===== config.mk =====
export PLATFORM = sky130hd
export DESIGN_NAME = aim_dip_trigger_detector
export DESIGN_NICKNAME = d
export VERILOG_FILES = /design/src/hw/rtl/adt_pkg.sv /design/src/hw/rtl/aim_dip_trigger_detector.sv /design/src/hw/rtl/adt_div.sv /design/src/hw/rtl/adt_ctrl.sv /design/src/hw/rtl/adt_datapath.sv
export SDC_FILE = /design/constraint.sdc
export NUM_CORES = 1
export LEC_CHECK = 0
export BUFFER_PORTS_ARGS = -buffer_cell sky130_fd_sc_hd__buf_2
export CORE_MARGIN = 10
export CORE_UTILIZATION = 30
export CTS_CLUSTER_DIAMETER = 40
export CTS_CLUSTER_SIZE = 40
export DETAILED_ROUTE_END_ITERATION = 7
export PLACE_DENSITY = 0.45
export SETUP_SLACK_MARGIN = 0.05
export SLEW_MARGIN = 20
export SYNTH_ARGS = -nofsm -noshare
export SYNTH_HDL_FRONTEND = slang
export SYNTH_HIERARCHICAL = 1
export SYNTH_SLANG_ARGS = --single-unit

===== constraint.sdc =====
create_clock -name clk -period 8.6 [get_ports clk]
set_clock_uncertainty 0.15 [all_clocks]
set_input_delay 1.29 -clock clk [delete_from_list [all_inputs] [get_ports clk]]
set_output_delay 1.29 -clock clk [all_outputs]
set_load 0.01 [all_outputs]

===== src/hw/rtl/adt_pkg.sv =====
// ============================================================================
// adt_pkg
// Shared constants, codes and control types of the aim dip trigger detector.
// ============================================================================
package adt_pkg;

    // Fixed field widths of the configuration registers.
    localparam int HALF_W     = 10;
    localparam int DZ_LO_W    = 10;
    localparam int DZ_HI_W    = 11;
    localparam int DROP_W     = 10;
    localparam int TOL_W      = 10;
    localparam int SDIV_W     = 8;
    localparam int CFG_DATA_W = 11;
    localparam int CFG_IDX_W  = 3;

    // Width of the divisor port of the shared divider.
    localparam int DSOR_W = (HALF_W > SDIV_W) ? HALF_W : SDIV_W;

    // Width of the angle result ports.
    localparam int OUT_ANG_W = 16;

    // Parameter defaults.
    localparam int COORD_BITS_DEF = 10;
    localparam int FRAC_BITS_DEF  = 8;

    // Angle constants in whole degrees.
    localparam int ANGLE_DEG_LIM  = 90;
    localparam int ANGLE_DEG_NONE = 100;

    // Register indexes.
    localparam logic [CFG_IDX_W-1:0] CFG_HALF_RES     = 3'd0;
    localparam logic [CFG_IDX_W-1:0] CFG_DEAD_ZONE_LO = 3'd1;
    localparam logic [CFG_IDX_W-1:0] CFG_DEAD_ZONE_HI = 3'd2;
    localparam logic [CFG_IDX_W-1:0] CFG_DROP_MIN     = 3'd3;
    localparam logic [CFG_IDX_W-1:0] CFG_DROP_MAX     = 3'd4;
    localparam logic [CFG_IDX_W-1:0] CFG_RETURN_Y_TOL = 3'd5;
    localparam logic [CFG_IDX_W-1:0] CFG_RETURN_X_TOL = 3'd6;
    localparam logic [CFG_IDX_W-1:0] CFG_SMOOTH_DIV   = 3'd7;

    // Register reset values.
    localparam logic [HALF_W-1:0]  HALF_RES_RST     = 10'd240;
    localparam logic [DZ_LO_W-1:0] DEAD_ZONE_LO_RST = 10'd220;
    localparam logic [DZ_HI_W-1:0] DEAD_ZONE_HI_RST = 11'd260;
    localparam logic [DROP_W-1:0]  DROP_MIN_RST     = 10'd24;
    localparam logic [DROP_W-1:0]  DROP_MAX_RST     = 10'd192;
    localparam logic [TOL_W-1:0]   RETURN_Y_TOL_RST = 10'd24;
    localparam logic [TOL_W-1:0]   RETURN_X_TOL_RST = 10'd24;
    localparam logic [SDIV_W-1:0]  SMOOTH_DIV_RST   = 8'd4;

    // Division operations, in the order the controller issues them.
    localparam int OP_W = 2;
    localparam logic [OP_W-1:0] OP_AX = 2'd0;
    localparam logic [OP_W-1:0] OP_AY = 2'd1;
    localparam logic [OP_W-1:0] OP_SY = 2'd2;
    localparam logic [OP_W-1:0] OP_SX = 2'd3;

    typedef struct packed {
        logic            load_in;
        logic            stroke;
        logic            div_start;
        logic            div_store;
        logic            publish;
        logic [OP_W-1:0] op;
    } adt_cmd_t;

    typedef struct packed {
        logic found;
        logic div_done;
    } adt_sts_t;

endpackage


===== src/hw/rtl/aim_dip_trigger_detector.sv =====
// ============================================================================
// aim_dip_trigger_detector
// Dead zone snap, dip stroke trigger and smoothed angle output for one
// tracked aim point per frame.
// ============================================================================
//
//   channel   direction  handshake                payload
//   --------  ---------  -----------------------  ------------------------------
//   item      in         item_valid/item_stall    found, point_x, point_y
//   result    out        result_valid/result_stall fired, aim_x, aim_y, angle_x,
//                                                 angle_y, smooth_x, smooth_y
//   config    in         cfg_we                   cfg_index, cfg_data
//
// A request with an object runs four divisions on the one-bit-per-cycle
// divider, which serves the two angles and the two smoothing steps in turn;
// a request with no object needs none. One request is worked on at a time.
// Reset clears the stroke state and the averages and loads the register
// defaults. A stalled result waits in the output register while the next
// request is already being worked on.
// ============================================================================
module aim_dip_trigger_detector
    import adt_pkg::*;
#(
    parameter int COORD_BITS = COORD_BITS_DEF,
    parameter int FRAC_BITS  = FRAC_BITS_DEF
)
(
    input  logic                        clk,
    input  logic                        rst_n,
    input  logic                        cfg_we,
    input  logic [CFG_IDX_W-1:0]        cfg_index,
    input  logic [CFG_DATA_W-1:0]       cfg_data,
    input  logic                        item_valid,
    output logic                        item_stall,
    input  logic                        found,
    input  logic [COORD_BITS-1:0]       point_x,
    input  logic [COORD_BITS-1:0]       point_y,
    output logic                        result_valid,
    input  logic                        result_stall,
    output logic                        fired,
    output logic [COORD_BITS-1:0]       aim_x,
    output logic [COORD_BITS-1:0]       aim_y,
    output logic signed [OUT_ANG_W-1:0] angle_x,
    output logic signed [OUT_ANG_W-1:0] angle_y,
    output logic signed [OUT_ANG_W-1:0] smooth_x,
    output logic signed [OUT_ANG_W-1:0] smooth_y
);

    adt_cmd_t cmd;
    adt_sts_t sts;

    adt_ctrl u_ctrl
    (
        .clk          (clk),
        .rst_n        (rst_n),
        .item_valid   (item_valid),
        .item_stall   (item_stall),
        .result_valid (result_valid),
        .result_stall (result_stall),
        .cmd          (cmd),
        .sts          (sts)
    );

    adt_datapath
    #(
        .COORD_BITS (COORD_BITS),
        .FRAC_BITS  (FRAC_BITS)
    )
    u_datapath
    (
        .clk       (clk),
        .rst_n     (rst_n),
        .cfg_we    (cfg_we),
        .cfg_index (cfg_index),
        .cfg_data  (cfg_data),
        .found     (found),
        .point_x   (point_x),
        .point_y   (point_y),
        .fired     (fired),
        .aim_x     (aim_x),
        .aim_y     (aim_y),
        .angle_x   (angle_x),
        .angle_y   (angle_y),
        .smooth_x  (smooth_x),
        .smooth_y  (smooth_y),
        .cmd       (cmd),
        .sts       (sts)
    );

`ifndef SYNTH
    // Once a request is taken, the block is busy with it in the next cycle.
    a_busy_after_accept: assert property (@(posedge clk) disable iff (!rst_n)
        item_valid && !item_stall |=> item_stall)
        else $error("request taken but block not busy next cycle");

    // The divider only finishes while a request is being worked on.
    a_div_done_busy: assert property (@(posedge clk) disable iff (!rst_n)
        sts.div_done |-> item_stall)
        else $error("divider finished while block idle");

    // A new result never overwrites one that is still waiting.
    a_no_overwrite: assert property (@(posedge clk) disable iff (!rst_n)
        cmd.publish |-> !result_valid || !result_stall)
        else $error("result register overwritten while stalled");
`endif

endmodule


===== src/hw/rtl/adt_div.sv =====
// ============================================================================
// adt_div
// Restoring unsigned divider, one quotient bit per cycle.
// ============================================================================
module adt_div
#(
    parameter int DIV_W = 25,
    parameter int DV_W  = 10
)
(
    input  logic             clk,
    input  logic             rst_n,
    input  logic             start,
    input  logic [DIV_W-1:0] dividend,
    input  logic [DV_W-1:0]  divisor,
    output logic             done,
    output logic [DIV_W-1:0] quotient
);

    localparam int CNT_W = $clog2(DIV_W + 1);

    logic             busy_reg, busy_next;
    logic             done_reg, done_next;
    logic [CNT_W-1:0] cnt_reg, cnt_next;
    logic [DIV_W-1:0] quo_reg, quo_next;
    logic [DV_W-1:0]  rem_reg, rem_next;
    logic [DV_W-1:0]  dsor_reg, dsor_next;
    logic [DV_W:0]    trial;
    logic             ge;

    // The quotient register shifts the dividend out at the top while the
    // quotient bits come in at the bottom.
    always_comb
    begin
        trial     = {rem_reg, quo_reg[DIV_W-1]};
        ge        = (trial >= {1'b0, dsor_reg});
        busy_next = busy_reg;
        done_next = 1'b0;
        cnt_next  = cnt_reg;
        quo_next  = quo_reg;
        rem_next  = rem_reg;
        dsor_next = dsor_reg;
        if (start)
        begin
            busy_next = 1'b1;
            cnt_next  = CNT_W'(DIV_W);
            quo_next  = dividend;
            rem_next  = '0;
            dsor_next = divisor;
        end
        else if (busy_reg)
        begin
            rem_next = ge ? DV_W'(trial - {1'b0, dsor_reg}) : DV_W'(trial);
            quo_next = {quo_reg[DIV_W-2:0], ge};
            cnt_next = cnt_reg - CNT_W'(1);
            if (cnt_reg == CNT_W'(1))
            begin
                busy_next = 1'b0;
                done_next = 1'b1;
            end
        end
    end

    always_ff @(posedge clk or negedge rst_n)
    begin
        if (!rst_n)
        begin
            busy_reg <= 1'b0;
            done_reg <= 1'b0;
            cnt_reg  <= '0;
        end
        else
        begin
            busy_reg <= busy_next;
            done_reg <= done_next;
            cnt_reg  <= cnt_next;
        end
    end

    always_ff @(posedge clk)
    begin
        quo_reg  <= quo_next;
        rem_reg  <= rem_next;
        dsor_reg <= dsor_next;
    end

    assign done     = done_reg;
    assign quotient = quo_reg;

endmodule


===== src/hw/rtl/adt_ctrl.sv =====
// ============================================================================
// adt_ctrl
// Sequencer: takes a request, runs the stroke update and four divisions
// when an object is found, then hands the result to the output register.
// ============================================================================
module adt_ctrl
    import adt_pkg::*;
(
    input  logic     clk,
    input  logic     rst_n,
    input  logic     item_valid,
    output logic     item_stall,
    output logic     result_valid,
    input  logic     result_stall,
    output adt_cmd_t cmd,
    input  adt_sts_t sts
);

    localparam logic [2:0] S_IDLE   = 3'd0;
    localparam logic [2:0] S_STROKE = 3'd1;
    localparam logic [2:0] S_START  = 3'd2;
    localparam logic [2:0] S_WAIT   = 3'd3;
    localparam logic [2:0] S_PUB    = 3'd4;

    logic [2:0]      state_reg, state_next;
    logic [OP_W-1:0] op_reg, op_next;
    logic            out_valid_reg, out_valid_next;

    always_comb
    begin
        state_next    = state_reg;
        op_next       = op_reg;
        cmd.load_in   = 1'b0;
        cmd.stroke    = 1'b0;
        cmd.div_start = 1'b0;
        cmd.div_store = 1'b0;
        cmd.publish   = 1'b0;
        cmd.op        = op_reg;
        case (state_reg)
            S_IDLE:
            begin
                if (item_valid)
                begin
                    cmd.load_in = 1'b1;
                    state_next  = S_STROKE;
                end
            end
            S_STROKE:
            begin
                // With no object the state is held and no division is needed.
                if (sts.found)
                begin
                    cmd.stroke = 1'b1;
                    op_next    = OP_AX;
                    state_next = S_START;
                end
                else
                begin
                    state_next = S_PUB;
                end
            end
            S_START:
            begin
                cmd.div_start = 1'b1;
                state_next    = S_WAIT;
            end
            S_WAIT:
            begin
                if (sts.div_done)
                begin
                    cmd.div_store = 1'b1;
                    case (op_reg)
                        OP_AX:   op_next = OP_AY;
                        OP_AY:   op_next = OP_SY;
                        OP_SY:   op_next = OP_SX;
                        default: op_next = OP_AX;
                    endcase
                    state_next = (op_reg == OP_SX) ? S_PUB : S_START;
                end
            end
            S_PUB:
            begin
                if (!out_valid_reg || !result_stall)
                begin
                    cmd.publish = 1'b1;
                    state_next  = S_IDLE;
                end
            end
            default:
            begin
                state_next = S_IDLE;
            end
        endcase
    end

    always_comb
    begin
        out_valid_next = out_valid_reg && result_stall;
        if (cmd.publish)
        begin
            out_valid_next = 1'b1;
        end
    end

    always_ff @(posedge clk or negedge rst_n)
    begin
        if (!rst_n)
        begin
            state_reg     <= S_IDLE;
            op_reg        <= OP_AX;
            out_valid_reg <= 1'b0;
        end
        else
        begin
            state_reg     <= state_next;
            op_reg        <= op_next;
            out_valid_reg <= out_valid_next;
        end
    end

    assign item_stall   = (state_reg != S_IDLE);
    assign result_valid = out_valid_reg;

endmodule


===== src/hw/rtl/adt_datapath.sv =====
// ============================================================================
// adt_datapath
// Configuration registers, stroke tracking, angle and smoothing arithmetic
// around the shared divider, and the result register.
// ============================================================================
module adt_datapath
    import adt_pkg::*;
#(
    parameter int COORD_BITS = COORD_BITS_DEF,
    parameter int FRAC_BITS  = FRAC_BITS_DEF
)
(
    input  logic                        clk,
    input  logic                        rst_n,
    input  logic                        cfg_we,
    input  logic [CFG_IDX_W-1:0]        cfg_index,
    input  logic [CFG_DATA_W-1:0]       cfg_data,
    input  logic                        found,
    input  logic [COORD_BITS-1:0]       point_x,
    input  logic [COORD_BITS-1:0]       point_y,
    output logic                        fired,
    output logic [COORD_BITS-1:0]       aim_x,
    output logic [COORD_BITS-1:0]       aim_y,
    output logic signed [OUT_ANG_W-1:0] angle_x,
    output logic signed [OUT_ANG_W-1:0] angle_y,
    output logic signed [OUT_ANG_W-1:0] smooth_x,
    output logic signed [OUT_ANG_W-1:0] smooth_y,
    input  adt_cmd_t                    cmd,
    output adt_sts_t                    sts
);

    // Point width: wide enough for an input coordinate and for half_res.
    localparam int PT_W  = (COORD_BITS > HALF_W) ? COORD_BITS : HALF_W;
    localparam int ANG_W = FRAC_BITS + 8;
    localparam int MUL_W = PT_W + 7;
    localparam int DIV_W = MUL_W + FRAC_BITS;
    localparam logic [DIV_W-1:0] LIM_Q =
        DIV_W'(ANGLE_DEG_LIM * (2 ** FRAC_BITS));
    localparam logic signed [ANG_W-1:0] NONE_ANG =
        ANG_W'(-(ANGLE_DEG_NONE * (2 ** FRAC_BITS)));

    // Configuration.
    logic [HALF_W-1:0]  half_reg;
    logic [DZ_LO_W-1:0] dz_lo_reg;
    logic [DZ_HI_W-1:0] dz_hi_reg;
    logic [DROP_W-1:0]  drop_min_reg, drop_max_reg;
    logic [TOL_W-1:0]   tol_y_reg, tol_x_reg;
    logic [SDIV_W-1:0]  sdiv_reg;

    // Captured request.
    logic                  found_reg;
    logic [COORD_BITS-1:0] px_reg, py_reg;

    // Stroke state.
    logic            run_open_reg, run_open_next;
    logic            rising_reg, rising_next;
    logic [PT_W-1:0] start_x_reg, start_x_next, start_y_reg, start_y_next;
    logic [PT_W-1:0] last_x_reg, last_x_next, last_y_reg, last_y_next;

    // Per-item working values.
    logic                    fired_w_reg, fired_w_next;
    logic [PT_W-1:0]         ax_reg, ax_next, ay_reg, ay_next;
    logic signed [ANG_W-1:0] ang_x_reg, ang_y_reg;
    logic signed [ANG_W-1:0] avg_x_reg, avg_y_reg;
    logic                    neg_reg;

    // Result register.
    logic                        fired_reg;
    logic [COORD_BITS-1:0]       aim_x_reg, aim_y_reg;
    logic signed [OUT_ANG_W-1:0] angle_x_reg, angle_y_reg;
    logic signed [OUT_ANG_W-1:0] smooth_x_reg, smooth_y_reg;

    // Stroke logic signals.
    logic [PT_W:0]          px_ext, py_ext, lo_ext, hi_ext;
    logic                   in_dz;
    logic [PT_W-1:0]        sx, sy;
    logic signed [PT_W+1:0] dy, dx, dy_abs, dx_abs;

    // Division operand signals.
    logic [PT_W-1:0]         aim_sel;
    logic signed [PT_W:0]    diff;
    logic [PT_W-1:0]         diff_mag;
    logic [MUL_W-1:0]        mag90;
    logic signed [ANG_W-1:0] tgt_sel, avg_sel;
    logic signed [ANG_W:0]   sdiff;
    logic [ANG_W:0]          sdiff_mag;
    logic                    op_neg;
    logic [DIV_W-1:0]        dividend;
    logic [DSOR_W-1:0]       divisor;
    logic                    div_done;
    logic [DIV_W-1:0]        quotient;

    // Division result signals.
    logic [DIV_W-1:0]        q_sat;
    logic signed [ANG_W-1:0] ang_mag, ang_res;
    logic signed [ANG_W:0]   step, avg_sum;
    logic signed [ANG_W-1:0] avg_res;

    always_ff @(posedge clk or negedge rst_n)
    begin
        if (!rst_n)
        begin
            half_reg     <= HALF_RES_RST;
            dz_lo_reg    <= DEAD_ZONE_LO_RST;
            dz_hi_reg    <= DEAD_ZONE_HI_RST;
            drop_min_reg <= DROP_MIN_RST;
            drop_max_reg <= DROP_MAX_RST;
            tol_y_reg    <= RETURN_Y_TOL_RST;
            tol_x_reg    <= RETURN_X_TOL_RST;
            sdiv_reg     <= SMOOTH_DIV_RST;
        end
        else if (cfg_we)
        begin
            case (cfg_index)
                CFG_HALF_RES:     half_reg     <= cfg_data[HALF_W-1:0];
                CFG_DEAD_ZONE_LO: dz_lo_reg    <= cfg_data[DZ_LO_W-1:0];
                CFG_DEAD_ZONE_HI: dz_hi_reg    <= cfg_data[DZ_HI_W-1:0];
                CFG_DROP_MIN:     drop_min_reg <= cfg_data[DROP_W-1:0];
                CFG_DROP_MAX:     drop_max_reg <= cfg_data[DROP_W-1:0];
                CFG_RETURN_Y_TOL: tol_y_reg    <= cfg_data[TOL_W-1:0];
                CFG_RETURN_X_TOL: tol_x_reg    <= cfg_data[TOL_W-1:0];
                CFG_SMOOTH_DIV:   sdiv_reg     <= cfg_data[SDIV_W-1:0];
                default:          ;
            endcase
        end
    end

    // Dead zone snap and stroke tracking.
    always_comb
    begin
        px_ext = (PT_W+1)'(px_reg);
        py_ext = (PT_W+1)'(py_reg);
        lo_ext = (PT_W+1)'(dz_lo_reg);
        hi_ext = (PT_W+1)'(dz_hi_reg);
        in_dz  = (px_ext >= lo_ext) && (px_ext < hi_ext) &&
                 (py_ext >= lo_ext) && (py_ext < hi_ext);
        sx = in_dz ? PT_W'(half_reg) : PT_W'(px_reg);
        sy = in_dz ? PT_W'(half_reg) : PT_W'(py_reg);

        dy     = $signed({2'b00, start_y_reg}) - $signed({2'b00, last_y_reg});
        dx     = $signed({2'b00, start_x_reg}) - $signed({2'b00, last_x_reg});
        dy_abs = (dy < 0) ? -dy : dy;
        dx_abs = (dx < 0) ? -dx : dx;

        run_open_next = run_open_reg;
        rising_next   = rising_reg;
        start_x_next  = start_x_reg;
        start_y_next  = start_y_reg;
        last_x_next   = last_x_reg;
        last_y_next   = last_y_reg;
        fired_w_next  = 1'b0;
        ax_next       = sx;
        ay_next       = sy;

        if (!run_open_reg)
        begin
            start_x_next  = sx;
            start_y_next  = sy;
            last_x_next   = sx;
            last_y_next   = sy;
            run_open_next = 1'b1;
        end
        else if (rising_reg)
        begin
            if (sy <= last_y_reg)
            begin
                last_x_next = sx;
                last_y_next = sy;
            end
            else if ((dy >= $signed((PT_W+2)'(drop_min_reg))) &&
                     (dy <= $signed((PT_W+2)'(drop_max_reg))))
            begin
                rising_next = 1'b0;
            end
            else
            begin
                run_open_next = 1'b0;
            end
        end
        else
        begin
            if (sy >= last_y_reg)
            begin
                last_x_next = sx;
                last_y_next = sy;
            end
            else
            begin
                // The stroke ends here, fired or not.
                if ((dy_abs <= $signed((PT_W+2)'(tol_y_reg))) &&
                    (dx_abs <= $signed((PT_W+2)'(tol_x_reg))))
                begin
                    fired_w_next = 1'b1;
                    ax_next      = start_x_reg;
                    ay_next      = start_y_reg;
                end
                rising_next   = 1'b1;
                run_open_next = 1'b0;
            end
        end
    end

    // Divider operands. Angles divide |aim - half| * 90 * 2^FRAC_BITS by
    // half_res; smoothing divides |angle - avg| by smooth_div.
    always_comb
    begin
        aim_sel   = (cmd.op == OP_AX) ? ax_reg : ay_reg;
        diff      = $signed({1'b0, aim_sel}) - $signed((PT_W+1)'(half_reg));
        diff_mag  = (diff < 0) ? PT_W'(-diff) : PT_W'(diff);
        mag90     = MUL_W'(diff_mag) * MUL_W'(ANGLE_DEG_LIM);
        tgt_sel   = (cmd.op == OP_SX) ? ang_x_reg : ang_y_reg;
        avg_sel   = (cmd.op == OP_SX) ? avg_x_reg : avg_y_reg;
        sdiff     = (ANG_W+1)'(tgt_sel) - (ANG_W+1)'(avg_sel);
        sdiff_mag = (sdiff < 0) ? (ANG_W+1)'(-sdiff) : (ANG_W+1)'(sdiff);
        case (cmd.op)
            OP_AX, OP_AY:
            begin
                op_neg   = (diff < 0);
                dividend = {mag90, {FRAC_BITS{1'b0}}};
                divisor  = (half_reg == '0) ? DSOR_W'(1) : DSOR_W'(half_reg);
            end
            default:
            begin
                op_neg   = (sdiff < 0);
                dividend = DIV_W'(sdiff_mag);
                divisor  = (sdiv_reg == '0) ? DSOR_W'(1) : DSOR_W'(sdiv_reg);
            end
        endcase
    end

    adt_div
    #(
        .DIV_W (DIV_W),
        .DV_W  (DSOR_W)
    )
    u_div
    (
        .clk      (clk),
        .rst_n    (rst_n),
        .start    (cmd.div_start),
        .dividend (dividend),
        .divisor  (divisor),
        .done     (div_done),
        .quotient (quotient)
    );

    // Quotient back to a signed angle, or to a new running average.
    always_comb
    begin
        q_sat   = (quotient > LIM_Q) ? LIM_Q : quotient;
        ang_mag = ANG_W'(q_sat);
        ang_res = neg_reg ? -ang_mag : ang_mag;
        step    = neg_reg ? -$signed(quotient[ANG_W:0]) : $signed(quotient[ANG_W:0]);
        avg_sum = (ANG_W+1)'(avg_sel) + step;
        avg_res = ANG_W'(avg_sum);
    end

    always_ff @(posedge clk or negedge rst_n)
    begin
        if (!rst_n)
        begin
            run_open_reg <= 1'b0;
            rising_reg   <= 1'b1;
            start_x_reg  <= '0;
            start_y_reg  <= '0;
            last_x_reg   <= '0;
            last_y_reg   <= '0;
            avg_x_reg    <= '0;
            avg_y_reg    <= '0;
        end
        else
        begin
            if (cmd.stroke)
            begin
                run_open_reg <= run_open_next;
                rising_reg   <= rising_next;
                start_x_reg  <= start_x_next;
                start_y_reg  <= start_y_next;
                last_x_reg   <= last_x_next;
                last_y_reg   <= last_y_next;
            end
            if (cmd.div_store && (cmd.op == OP_SX))
            begin
                avg_x_reg <= avg_res;
            end
            if (cmd.div_store && (cmd.op == OP_SY))
            begin
                avg_y_reg <= avg_res;
            end
        end
    end

    always_ff @(posedge clk)
    begin
        if (cmd.load_in)
        begin
            found_reg <= found;
            px_reg    <= point_x;
            py_reg    <= point_y;
        end
        if (cmd.stroke)
        begin
            fired_w_reg <= fired_w_next;
            ax_reg      <= ax_next;
            ay_reg      <= ay_next;
        end
        if (cmd.div_start)
        begin
            neg_reg <= op_neg;
        end
        if (cmd.div_store && (cmd.op == OP_AX))
        begin
            ang_x_reg <= ang_res;
        end
        if (cmd.div_store && (cmd.op == OP_AY))
        begin
            ang_y_reg <= ang_res;
        end
        if (cmd.publish)
        begin
            smooth_x_reg <= OUT_ANG_W'(avg_x_reg);
            smooth_y_reg <= OUT_ANG_W'(avg_y_reg);
            if (found_reg)
            begin
                fired_reg   <= fired_w_reg;
                aim_x_reg   <= ax_reg[COORD_BITS-1:0];
                aim_y_reg   <= ay_reg[COORD_BITS-1:0];
                angle_x_reg <= OUT_ANG_W'(ang_x_reg);
                angle_y_reg <= OUT_ANG_W'(ang_y_reg);
            end
            else
            begin
                fired_reg   <= 1'b0;
                aim_x_reg   <= COORD_BITS'(PT_W'(half_reg));
                aim_y_reg   <= COORD_BITS'(PT_W'(half_reg));
                angle_x_reg <= OUT_ANG_W'(NONE_ANG);
                angle_y_reg <= OUT_ANG_W'(NONE_ANG);
            end
        end
    end

    assign sts.found    = found_reg;
    assign sts.div_done = div_done;

    assign fired    = fired_reg;
    assign aim_x    = aim_x_reg;
    assign aim_y    = aim_y_reg;
    assign angle_x  = angle_x_reg;
    assign angle_y  = angle_y_reg;
    assign smooth_x = smooth_x_reg;
    assign smooth_y = smooth_y_reg;

endmodule


======== After elaboration in Yosys (flattened, before gate mapping) ========
Index checks and enable logic that the tools add are counted.
operators by class
  equal/unequal tests ..................... 21
  multiplexer cells ....................... 76
  reduce and logical (&&, ||, !) cells .... 36
  add/sub/neg operators ................... 13
  multipliers ............................. 1
  magnitude comparators ................... 16
  bitwise operators ....................... 1
operators by type and width
  cell                                                          count
  2-to-1 mux 10 bit                                             25
  2-to-1 mux 16 bit                                             5
  2-to-1 mux 25 bit                                             3
  less-than comparator 11 x 1 -> 1 bit (second input constant)  3
  subtractor 10 x 10 -> 11 bit                                  3
  negation 16 bit                                               2
  greater-or-equal comparator 10 bit                            3
  2-to-1 mux 1 bit                                              27
  > comparator 25 x 15 -> 1 bit (second input constant)         1
  less-or-equal comparator 12 x 11 -> 1 bit                     2
  2-to-1 mux 12 bit                                             2
  negation 11 -> 12 bit                                         2
  less-than comparator 10 x 11 -> 1 bit                         2
  AND reduction 2 bit                                           10
  less-than comparator 17 x 1 -> 1 bit (second input constant)  1
  2-to-1 mux 17 bit                                             1
  negation 17 bit                                               1
  subtractor 16 x 16 -> 17 bit                                  1
  adder 16 bit                                                  1
  multiplier 10 x 6 -> 16 bit (second input constant)           1
  == test 3 bit (second input constant)                         5
  2-to-1 mux 3 bit                                              5
  case mux 3 bit (5 select lines)                               1
  == test 3 x 2 -> 1 bit (second input constant)                4
  other kinds (32)                                              53
word-level totals
  input port bits ......................... 40
  output and inout port bits .............. 87
  bits in registers ....................... 371
  word-level logic and storage cells ...... 205

======== Logic depth before layout (Yosys ltp) ========
  depth after elaboration ................. 9
  gate-level depth with buffers ........... 35

======== Hierarchy ========
The synthesis kept the hierarchy.
by module, submodules not included
  module        area each (sq um)  times used  cells each
  adt_datapath  19491.2            1           1900
  adt_div       2653.8             1           210
  adt_ctrl      350.3              1           38

======== Least setup slack after synthesis ========
Ideal clock, no wire load.
  kind .................................... reg-to-reg
  start ................................... register u_ctrl.op_reg[1]
  end ..................................... register u_datapath.u_div.quo_reg[23] (netlist: u_datapath/u_div/quotient[23]), data pin
  slack ................................... 1.333 ns
  period minus slack after synthesis ...... 7.267 ns
  arrival ................................. 6.855 ns
  cell stages (with the launch flop) ...... 33
  cells stage by stage .................... dfrtp_1 > clkbuf_1 > nor2_1 > buf_1 > mux2_2 > ha_1 > nor2b_1 > o21ai_0 > a21boi_0 > o21ai_0 > a211oi_1 > o21ai_0 > nor2b_1 > clkbuf_1 > o21ai_0 > xnor2_1 > ha_1 > inv_1 > fa_1 > fa_1 > inv_1 > ha_1 > nor2b_1 > o21ai_0 > a21boi_0 > o21ai_0 > a21boi_0 > o21ai_0 > nand2b_1 > a21o_1 > a21oi_1 > mux2_2 > mux2_1
between the ends
  longest elaborated chain between the ends .. 8
  elaborated cells between the ends (all ways) .. 11
ends and longest elaborated chain
  element                                                                         RTL line                                  RTL
  from (decl)                                                                     adt_ctrl.sv:26                            logic [OP_W-1:0] op_reg, op_next;
  from (signal assigned)                                                          adt_ctrl.sv:116                           op_reg <= op_next;
  logical NOT 2 bit                                                               adt_datapath.sv:207, adt_datapath.sv:215
  2-to-1 mux 10 bit                                                               adt_datapath.sv:207                       aim_sel = (cmd.op == OP_AX) ? ax_reg : ay_reg;
  subtractor 10 x 10 -> 11 bit                                                    adt_datapath.sv:208                       diff = $signed({1'b0, aim_sel}) - $signed((PT_W+1)'(half_reg));
  negation 10 bit / less-than comparator 11 x 1 -> 1 bit (equally long branches)  adt_datapath.sv:209                       diff_mag = (diff < 0) ? PT_W'(-diff) : PT_W'(diff);
  2-to-1 mux 10 bit                                                               adt_datapath.sv:209
  multiplier 10 x 6 -> 16 bit                                                     adt_datapath.sv:210                       mag90 = MUL_W'(diff_mag) * MUL_W'(ANGLE_DEG_LIM);
  2-to-1 mux 25 bit (*)                                                           adt_datapath.sv:215                       case (cmd.op)
  via u_datapath.dividend[23]                                                     adt_datapath.sv:88                        logic [DIV_W-1:0] dividend;
  2-to-1 mux 25 bit (*)                                                           adt_div.sv:43                             if (start)
  via u_datapath.u_div.quo_next[23]                                               adt_div.sv:25                             logic [DIV_W-1:0] quo_reg, quo_next;
  to (signal assigned)                                                            adt_div.sv:82                             quo_reg <= quo_next;
  to (decl)                                                                       adt_div.sv:25
The timed path passes the listed nets; every way through them passes the cells marked *.
A chain may end at the register's enable or synchronous reset.

======== Worst setup path after layout ========
  start ................................... register u_ctrl.op_reg[0]
  end ..................................... register u_datapath.u_div.quo_reg[23] (netlist: u_datapath/u_div/quotient[23]), data pin
The elaborated chain is that of the path after synthesis.

==> flow_summary.json <==
{
  "outcome": "complete, no violations",
  "slew_headroom_pct": 24.58,
  "place_area_um2": 24230,
  "grt_usage_pct": 14.65,
  "cts.sinks": 371,
  "ctsHoldBuffers": 0,
  "maxSlewViolCount": 0,
  "cts-root-buf": "clkbuf_16",
  "die-area_um2": 86340,
  "synth_nets": 2407,
  "cts_setup_buffers": 0,
  "hp-start": "u_datapath/avg_x_reg[7]",
  "syn_inst": 2148,
  "cp-start-kind": "register",
  "finalCriticalPeriod_ns": 7.614,
  "core_area_um2": 74450,
  "hold_violations": 0,
  "ant_nets": 0,
  "cts_tree": "yes",
  "slowest_stage": "fa_1",
  "wl_um": 63000,
  "setup_tns_ns": 0,
  "syn_area_per_cell_um2": 10.47,
  "antenna_cells": 0,
  "r2r-end": "u_datapath/u_div/quotient[23]",
  "fin_crit_sh_pct": 88.54,
  "r2r_setup_slack_ns": 0.99,
  "required_ns": 8.80,
  "grt-ovfl-total": 0,
  "drtIter0Drc": 842,
  "die_h_um": 293.8,
  "max_freq_ghz": 0.1313,
  "die_w_um": 293.8,
  "synth_seq_area_share_pct": 45.50,
  "avgRoutedWirePerCell_um": 18.91,
  "ys_types": 88,
  "dp.cells": 3190,
  "synth_edf_count": 195,
  "cpPeakStageDelay_ns": 0.51,
  "crit_type": "reg -> reg",
  "grt_pass1_wl_um": 97970,
  "worstSetupStartpoint": "u_ctrl/op_reg[0]",
  "clkTransAtPathRegs_ns": 0.05,
  "synthArstFlopShare_pct": 44.74,
  "worstPathArrival_ns": 7.81,
  "vias": 16109,
  "rows": 100,
  "final_common_cell": "nand2_1",
  "cap_violations": 0,
  "rsz0062_at_grt": "false",
  "cp-end-kind": "register",
  "setup_viol": 0,
  "drc": 0,
  "hold_path_class": "reg -> reg",
  "clock_path_buffers": 3,
  "drt_pre_antenna_iters": 5,
  "io_buffers": 126,
  "cts_resized": 0,
  "reg2reg_depth": 30,
  "clk_latency_ns": 0.62,
  "syn_to_final_growth_pct": 19.48,
  "rr_startpoint": "u_ctrl/op_reg[0]",
  "drive_above_1_share_pct": 17.48,
  "io_pins": 127,
  "grt_max_degree": 100,
  "start_util_pct": 30.22,
  "numCtsBuffers": 76,
  "antenna_found_initial": 1,
  "design_area_um2": 26880,
  "path_common_cell": "o21ai_0",
  "netlist_area_um2": 22500,
  "first_global_vias": 16638,
  "layout.nets": 2558,
  "tightest_slew_ns": 1.126,
  "vias_per_cell": 4.835,
  "synth_ff_type": "edfxtp_1",
  "place.detailed.hpwl_um": 46830,
  "synth-seq-cells": 371,
  "fillers": 7425,
  "final_cell_mix": "nand2_1 (219), inv_1 (205), ha_1 (200)",
  "largest_reg_flops": 25,
  "instances_no_fill": 3332,
  "yosysWarnings": 6,
  "setup.worst_path.end": "u_datapath/u_div/quotient[23]",
  "htreeDepth": 3,
  "gp_congestion": 0.8472,
  "crit_fanout": 11,
  "whs_ns": 0.3180
}
-- per-layer routing --
layer | vias up | share of wire (%) | global-route usage [%] | wire length, um
met5 | - | 0 | 0 | 0
met2 | 326 | 47 | 24.35 | 29600
met1 | 7757 | 46 | 18.50 | 28720
met3 | 127 | 4.3 | 3.115 | 2726
li1 | 7899 | - | - | -
met4 | 0 | 3.1 | 5.279 | 1949
-- how the worst min path moves through the flow --
stage	endpoint	slack (ns)	cells past startpoint
after global routing	u_datapath/smooth_x[4]	0.34	0
after global placement	u_datapath/smooth_y[0]	0.30	0
after CTS	u_datapath/smooth_y[4]	0.32	0
after floorplan	u_datapath/smooth_y[0]	0.29	0
after detailed placement	u_datapath/smooth_y[4]	0.31	0
final	u_datapath/smooth_x[7]	0.32	0
-- cells in the mapped netlist, types with 4 or more instances --
cell	count	area, um2
a31oi_1	15	93.84
o21a_1	20	150.1
dfrtp_1	145	3628
edfxtp_1	195	5856
nand2_1	219	822.0
nor3_1	31	155.2
mux2_2	79	889.6
nor4_1	11	68.82
fa_1	19	380.4
a211oi_1	18	135.1
nor2b_1	29	181.4
xnor2_1	68	595.6
nand3_1	18	90.09
a211o_1	6	52.55
dfxtp_1	10	200.2
xor2_1	44	385.4
or3_1	11	68.82
o211ai_1	6	45.04
nor3b_1	6	45.04
o31ai_1	17	127.6
or4_1	8	60.06
mux2_4	8	120.1
a21oi_1	84	420.4
mux2i_1	56	560.5
o31a_1	4	35.03
clkbuf_1	54	202.7
mux2_1	24	270.3
a21boi_0	9	67.56
nor2_1	106	397.9
inv_1	205	769.5
ha_1	200	2502
nand2b_1	40	250.2
dfstp_2	21	551.8
buf_1	6	22.52
o21bai_1	9	67.56
nand4_1	9	56.30
and2_1	38	237.7
a21o_1	43	322.8
o21ai_1	7	35.03
o21ai_0	174	870.8
buf_2	5	25.02
-- cell type report --
type | instances | area [um2] | area share (%)
repair buffers | 143 | 767.0 | 2.854
clock buffers | 88 | 2019 | 7.513
flip-flops and latches | 371 | 10240 | 38.09
multi-input cells | 1500 | 11240 | 41.81
well taps | 969 | 1212 | 4.511
inverters | 207 | 777.0 | 2.891
clock inverters | 54 | 628.1 | 2.337
-- stage by stage --
| step | util [%] | worst slack (ns) |
|---|---|---|
| 2_1_floorplan | - | 1.333 |
| 3_3_place_gp | 32.54 | 1.143 |
| 3_5_place_dp | 32.54 | 1.050 |
| 4_1_cts | 36.10 | 1.010 |
| 5_1_grt | 36.10 | 0.3161 |
| 6_report | 36.10 | 0.9860 |
-- critical path, delay by kind of cell (launching register included) --
family,cells,cell delay (ns)
XOR/XNOR,1,0.25
multiplexers,3,0.98
AND/OR/NAND/NOR,5,0.92
adder cells (fa/ha/maj),5,1.85
flip-flops,1,0.44
AO/OA/AOI/OAI,13,2.40
buffers and inverters,3,0.36
-- cells by family (layout without fill, tap and decap cells) --
kind of cell / Yosys count / in the layout / synth area share, %
and+or+nand+nor: 555 / 555 / 11.94
buffers and inverters: 277 / 492 / 4.822
AOI/OAI and AO/OA: 447 / 447 / 12.38
adders and majority gates: 219 / 219 / 12.81
xor gates and xnor gates: 112 / 112 / 4.361
DFF: 371 / 371 / 45.50
muxes: 167 / 167 / 8.182
Power is not shown: default switching activity piles up to over one toggle a cycle in this logic, so the estimate is an artifact.
